<file path="config.mk">
export PLATFORM = sky130hd
export DESIGN_NAME = aspect_fit_rectangle
export DESIGN_NICKNAME = d
export VERILOG_FILES = /design/src/afr_pkg.sv /design/src/aspect_fit_rectangle.sv
export SDC_FILE = /design/constraint.sdc
export NUM_CORES = 2
export LEC_CHECK = 0
export BUFFER_PORTS_ARGS = -buffer_cell sky130_fd_sc_hd__buf_4
export CORE_ASPECT_RATIO = 0.5
export CORE_MARGIN = 8
export CORE_UTILIZATION = 66
export CTS_BUF_LIST = sky130_fd_sc_hd__clkbuf_4
export CTS_CLUSTER_SIZE = 24
export DETAILED_ROUTE_END_ITERATION = 16
export PLACE_DENSITY = 0.91
export RECOVER_POWER = 25
export SYNTH_ARGS = -nofsm -noshare
export SYNTH_HDL_FRONTEND = slang
export SYNTH_SLANG_ARGS = --single-unit
export TNS_END_PERCENT = 20
</file>
<file path="constraint.sdc">
create_clock -name aclk -period 70.6 [get_ports aclk]
set_input_delay 14.12 -clock aclk [delete_from_list [all_inputs] [get_ports aclk]]
set_output_delay 14.12 -clock aclk [all_outputs]
set_load 0.01 [all_outputs]
</file>
<file path="src/afr_pkg.sv">
// ----------------------------------------------------------------------------
// afr_pkg
// Shared widths and request/result types of the aspect fit block.
// ----------------------------------------------------------------------------
package afr_pkg;

    localparam int DIM_BITS = 15;

    typedef struct packed {
        logic [DIM_BITS-1:0] source_width;
        logic [DIM_BITS-1:0] source_height;
        logic [DIM_BITS-1:0] target_width;
        logic [DIM_BITS-1:0] target_height;
    } afr_req_t;

    typedef struct packed {
        logic                fit_valid;
        logic [DIM_BITS-1:0] fit_x;
        logic [DIM_BITS-1:0] fit_y;
        logic [DIM_BITS-1:0] fit_width;
        logic [DIM_BITS-1:0] fit_height;
    } afr_rsp_t;

endpackage

</file>
<file path="src/aspect_fit_rectangle.sv">
// ----------------------------------------------------------------------------
// aspect_fit_rectangle
// Largest centered rectangle of the source aspect ratio inside a target area.
// ----------------------------------------------------------------------------
// Usage:
//   s_valid/s_ready/s_data carry one request: source and target sizes.
//   m_valid/m_ready/m_data return one result per request, in order:
//   fit_valid, offsets and size of the fitted rectangle.
//   A request with any zero dimension gives fit_valid = 0 and zero fields.
// Pipeline:
//   One multiply stage, one compare/select stage, one restoring divider
//   stage per quotient bit, and one clamp/offset output stage.
//   One request is accepted per cycle while the output is not stalled.
// Reset (aresetn low, synchronous) empties the pipeline; in-flight requests
// are dropped and m_valid goes low.
// When the receiver stalls with a result waiting, the whole pipeline holds
// and s_ready drops; nothing is lost or repeated.
// ----------------------------------------------------------------------------
module aspect_fit_rectangle
    import afr_pkg::*;
(
    input  logic     aclk,
    input  logic     aresetn,
    input  logic     s_valid,
    output logic     s_ready,
    input  afr_req_t s_data,
    output logic     m_valid,
    input  logic     m_ready,
    output afr_rsp_t m_data
);

    localparam int D = DIM_BITS;

    typedef struct packed {
        logic         nz;
        logic         wide;
        logic [D-1:0] rem;
        logic [D-1:0] sr;   // low dividend bits out the top, quotient bits in
        logic [D-1:0] div;
        logic [D-1:0] tw;
        logic [D-1:0] th;
    } dv_t;

    logic ce;

    // stage 1: products
    logic           s1_vld_reg;
    logic           s1_nz_reg;
    logic [2*D-1:0] s1_a_reg;     // sw * th
    logic [2*D-1:0] s1_b_reg;     // tw * sh
    logic [D-1:0]   s1_sw_reg;
    logic [D-1:0]   s1_sh_reg;
    logic [D-1:0]   s1_tw_reg;
    logic [D-1:0]   s1_th_reg;

    // divider stages, entry 0 is the compare/select stage
    logic [D:0] dv_vld_reg;
    dv_t        dv_reg  [0:D];
    dv_t        dv_next [1:D];
    dv_t        dv_init;

    logic     m_valid_reg;
    afr_rsp_t m_data_reg;
    afr_rsp_t m_data_next;

    assign ce      = !m_valid_reg || m_ready;
    assign s_ready = ce;
    assign m_valid = m_valid_reg;
    assign m_data  = m_data_reg;

    always_ff @(posedge aclk) begin
        if (!aresetn) begin
            s1_vld_reg <= 1'b0;
        end else if (ce) begin
            s1_vld_reg <= s_valid;
        end
    end

    always_ff @(posedge aclk) begin
        if (ce) begin
            s1_nz_reg <= (s_data.source_width != '0) && (s_data.source_height != '0) &&
                         (s_data.target_width != '0) && (s_data.target_height != '0);
            s1_a_reg  <= s_data.source_width * s_data.target_height;
            s1_b_reg  <= s_data.target_width * s_data.source_height;
            s1_sw_reg <= s_data.source_width;
            s1_sh_reg <= s_data.source_height;
            s1_tw_reg <= s_data.target_width;
            s1_th_reg <= s_data.target_height;
        end
    end

    // Wider source: height = round(tw*sh/sw); else width = round(th*sw/sh).
    always_comb begin
        logic [2*D-1:0] num;
        logic           wide;
        wide = s1_a_reg > s1_b_reg;
        if (wide) begin
            num         = s1_b_reg + {{(D+1){1'b0}}, s1_sw_reg[D-1:1]};
            dv_init.div = s1_sw_reg;
        end else begin
            num         = s1_a_reg + {{(D+1){1'b0}}, s1_sh_reg[D-1:1]};
            dv_init.div = s1_sh_reg;
        end
        dv_init.nz   = s1_nz_reg;
        dv_init.wide = wide;
        dv_init.rem  = num[2*D-1:D];
        dv_init.sr   = num[D-1:0];
        dv_init.tw   = s1_tw_reg;
        dv_init.th   = s1_th_reg;
    end

    // One restoring division step per stage; quotient fits D bits because
    // the dividend stays below divisor * 2^D.
    always_comb begin
        for (int k = 0; k < D; k++) begin
            logic [D:0] trial;
            logic [D:0] diff;
            logic       ge;
            trial = {dv_reg[k].rem, dv_reg[k].sr[D-1]};
            diff  = trial - {1'b0, dv_reg[k].div};
            ge    = trial >= {1'b0, dv_reg[k].div};
            dv_next[k+1]     = dv_reg[k];
            dv_next[k+1].rem = ge ? diff[D-1:0] : trial[D-1:0];
            dv_next[k+1].sr  = {dv_reg[k].sr[D-2:0], ge};
        end
    end

    always_ff @(posedge aclk) begin
        if (!aresetn) begin
            dv_vld_reg <= '0;
        end else if (ce) begin
            dv_vld_reg <= {dv_vld_reg[D-1:0], s1_vld_reg};
        end
    end

    always_ff @(posedge aclk) begin
        if (ce) begin
            dv_reg[0] <= dv_init;
            for (int k = 1; k <= D; k++) begin
                dv_reg[k] <= dv_next[k];
            end
        end
    end

    // clamp to [1, limit] and center
    always_comb begin
        logic [D-1:0] q;
        logic [D-1:0] lim;
        logic [D-1:0] qc;
        logic [D-1:0] w;
        logic [D-1:0] h;
        logic [D-1:0] dx;
        logic [D-1:0] dy;
        q   = dv_reg[D].sr;
        lim = dv_reg[D].wide ? dv_reg[D].th : dv_reg[D].tw;
        if (q == '0) begin
            qc = {{(D-1){1'b0}}, 1'b1};
        end else if (q > lim) begin
            qc = lim;
        end else begin
            qc = q;
        end
        w  = dv_reg[D].wide ? dv_reg[D].tw : qc;
        h  = dv_reg[D].wide ? qc : dv_reg[D].th;
        dx = dv_reg[D].tw - w;
        dy = dv_reg[D].th - h;
        if (dv_reg[D].nz) begin
            m_data_next.fit_valid  = 1'b1;
            m_data_next.fit_x      = {1'b0, dx[D-1:1]};
            m_data_next.fit_y      = {1'b0, dy[D-1:1]};
            m_data_next.fit_width  = w;
            m_data_next.fit_height = h;
        end else begin
            m_data_next = '0;
        end
    end

    always_ff @(posedge aclk) begin
        if (!aresetn) begin
            m_valid_reg <= 1'b0;
        end else if (ce) begin
            m_valid_reg <= dv_vld_reg[D];
        end
    end

    always_ff @(posedge aclk) begin
        if (ce) begin
            m_data_reg <= m_data_next;
        end
    end

endmodule

</file>
After elaboration in Yosys (flattened, before gate mapping)
Memory sizes are Yosys's and may differ from the RTL's. Index checks and enable logic that the tools add are counted.

Register bits: 200. Memory bits (writable): 1232. Bits of input ports: 64. Output and inout bits: 63. Memories kept: 1.

Add/subtract/negate cells: 19. Multiply operators: 2. Magnitude comparators: 17. Muxes and demuxes: 25. Reduce and logical (&&, ||, !) cells: 10.

Memory list: dv_reg (depth 16, width 77, rd ports 16, clocked after memory_dff 0, wr ports 16, RTL line aspect_fit_rectangle.sv:58) `dv_t dv_reg [0:D];`.

Operators with widths (count): $mux 15 (21); $sub 15x15->15 (17); $ge 16x15->1 (15); $mux 61 (1); $add 30x14->30 (2); $mul 15x15->30 (2); $reduce_bool 15->1 (4); $gt 30x30->1 (1); $mux 30 (1); $gt 15x15->1 (1); $logic_not 15->1 (1); $logic_and 1x1->1 (3); $mux 1 (2); $logic_not 1->1 (1); $logic_or 1x1->1 (1).

Depth between registers and ports, before layout
Depth in word-level cells: 7. Mapped depth: 24. Depth with buffers taken out: 23.

Least setup slack after synthesis
OpenSTA, ideal clock, no wires.

Path type: input-to-output. From: input m_ready. To: output s_ready. Arrival time: 51.845 ns. Data required time: 56.480 ns. Setup slack: 4.635 ns. Cell stages on the path: 4. Path buffers: 2. Path through: nor2b_1 > clkbuf_1 > clkinv_1 > clkbuf_1.

Word-level cells in the longest chain between the ends: 1.

Ends and longest elaborated chain: from (decl) (RTL line aspect_fit_rectangle.sv:28) `input logic m_ready,`; $logic_or 1x1->1 (RTL line aspect_fit_rectangle.sv:66) `assign ce = !m_valid_reg || m_ready;`; to (decl) (RTL line aspect_fit_rectangle.sv:25) `output logic s_ready,`.

Every way passes these cells.

Worst setup path in the final report
Same ends and word-level chain as after synthesis.

==> out/metrics.yaml <==
sta:
  final_max_slew_viol_count: 0
  rsz0062_at_grt: "no"
  hold_violations: 0
  period_needed_ns: 29.46
  maxClockFrequency_mhz: 33.9
  final-setup-viol-count: 0
  relSlewSlack_pct: 25.6
  finalCritPeriodShare_pct: 41.7
  fin_ws_ns: 41.14
  worst_slew_pin_slew_ns: 1.12
  setup_tns_ns: 0
  clock-skew-final_ns: 0.126
cells_and_area:
  final_cell_area_um2: 81800
  finalNonFillerCells: 7900
  nets: 7117
  largest_reg_flops: 1202
  area_growth_pct: 8.18
  drive_above_1_share_pct: 12.6
  final.fill_count: 6915
placed_design:
  dp.cells: 7381
  placed_area_um2: 78000
  pre_cts_slack_ns: 41.16
  hpwl_um: 110000
  gp_congestion: 0.956
  port_buffers: 124
global_route:
  grt_pass1_vias: 49500
  grt_start_max_net_pins: 193
  antenna_found_initial: 4
  overflow: 0
  grt_pass1_wl_um: 253000
  grtUsageTotal_pct: 25.1
routing:
  drt_iter0_markers: 3761
  drc: 0
  firstDrtPassIters: 6
  drtAntennaViolNets: 0
  viasPerCell: 5.90
  wirelength_um: 157000
  routed-via-count: 46600
  post_drt_wl_per_cell_um: 19.9
yosys:
  ys_seq_area_share_pct: 55.4
  synth_common_cells: "1382 x edfxtp_1, 773 x inv_1, 512 x ha_1"
  yosys_warnings: 0
  synthMostInstantiatedCell: "edfxtp_1"
  yosysTopAreaCell: "edfxtp_1"
  syn_inst: 5843
  synth_edf_count: 1382
  syn-cell-area_um2: 75600
  synthArstFlopShare_pct: 0
  synth_seq_cells: 1400
  yosys-top-cells-area: "edfxtp_1 55%, fa_1 9.3%, ha_1 8.5%"
  post_synth_num_cell_types: 89
  synthFlopType: "edfxtp_1"
  avgSynthCellArea_um2: 12.9
  synth_top_area_share_pct: 54.9
clock_tree:
  cts_inserted_buffers: 319
  htree_levels: 5
  clock_path_buffers: 4
  cts_setup_buffers: 0
  cts_tree: "done"
  path_clk_slew_ns: 0.07
  cts_num_sinks: 1400
  cts.repair.resized: 0
  hold_buffers: 0
  clk_latency_ns: 1.25
  clock-root-buffer: "clkbuf_4"
setup_path:
  timing.rr.start: "dv_reg[1][614]"
  cp.required_ns: 56.48
  worstSetupEndpoint: "s_ready"
  cp-startpoint: "m_ready"
  path_max_fanout: 117
  rr_worst_depth: 21
  endpoint_kind: "output port"
  rrSetupSlack_ns: 64.76
  r2r-end: "m_data[58]"
  cp-start-kind: "input port"
  crit_type: "input port to output port"
  worstPathArrival_ns: 15.34
floorplan:
  core-area_um2: 113000
  die_height_um: 255
  io_pins: 127
  rows: 87
  start_util_pct: 66.8
  die_w_um: 495
  die-area_um2: 126000
hold_path:
  hold_path.class: "flop to flop"
run:
  maxCapViolations: 0
status:
  status: "finished, final reports clean"
## layer usage
layer	track usage (%)	share of wire [%]	vias up	routed length, um
met1	29.2	38	22500	59500
met5	0.0376	0	-	0
met4	12.1	4.4	0	6900
met3	4.97	6.9	528	10900
met2	45.1	51	2131	80000
li1	-	-	21500	-
## layout by cell type (no fill, tap or decap), types with 45 or more instances in the layout
master       n
nor2_1     255
fa_1       352
inv_1      773
xnor2_1    160
clkbuf_4   456
nor3_1      85
mux2_2      77
nand3_1     59
nor2b_1     98
a21oi_1    223
xor2_1      64
nand2_1    405
nand4_1     67
edfxtp_1  1382
o21ai_0    192
and2_1     299
a21o_1      51
buf_4      145
mux2i_1     45
o21a_1      54
ha_1       512
## critical path, cell delays in order
cell	delay [ns]
buf_4	0.08
nor2b_1	0.05
buf_4	0.22
inv_8	0.58
buf_4	0.24
## through the flow
stage | util [%] | hold slack [ns]
after floorplan | - | 0.400
after global placement | 69.0 | 0.400
after detailed placement | 69.0 | 0.405
after CTS | 72.3 | 0.297
after global routing | 72.3 | 0.331
final | 72.3 | 0.334
## worst min path at each step
stage	slack [ns]	end	depth (start not counted)	startpoint
after floorplan	0.40	dv_reg[0][0]	0	s1_th_reg[0]
after global placement	0.40	dv_reg[0][244]	0	dv_reg[0][167]
after detailed placement	0.40	dv_reg[0][213]	0	dv_reg[0][135]
after CTS	0.30	dv_reg[1][46]	0	dv_reg[0][584]
after global routing	0.33	dv_reg[1][46]	0	dv_reg[0][584]
final	0.33	dv_reg[1][46]	0	dv_reg[0][584]
## cells by family after synthesis
family / after synthesis / share of synthesized area [%]
AOI/OAI and AO/OA: 862 / 7.53
xor gates and xnor gates: 224 / 2.60
buffers and inverters: 896 / 4.61
and+or+nand+nor: 1442 / 9.71
adders and majority gates: 864 / 17.8
DFF: 1400 / 55.4
other: 1 / 0.00496
muxes: 154 / 2.36
## cell type report
cell class,count,area (um2),area share [%]
inverter,774,2910,3.56
multi-input combinational,3548,30200,37.0
clock inverter,56,297,0.363
timing repair buffer,146,1110,1.36
sequential,1400,41900,51.2
tap,1513,1890,2.32
clock buffer,456,3420,4.19
antenna,7,17.5,0.0214
Power is left out: the tool's default activity adds up to more than one toggle a clock period on the data nets, which glitch-free logic cannot reach.
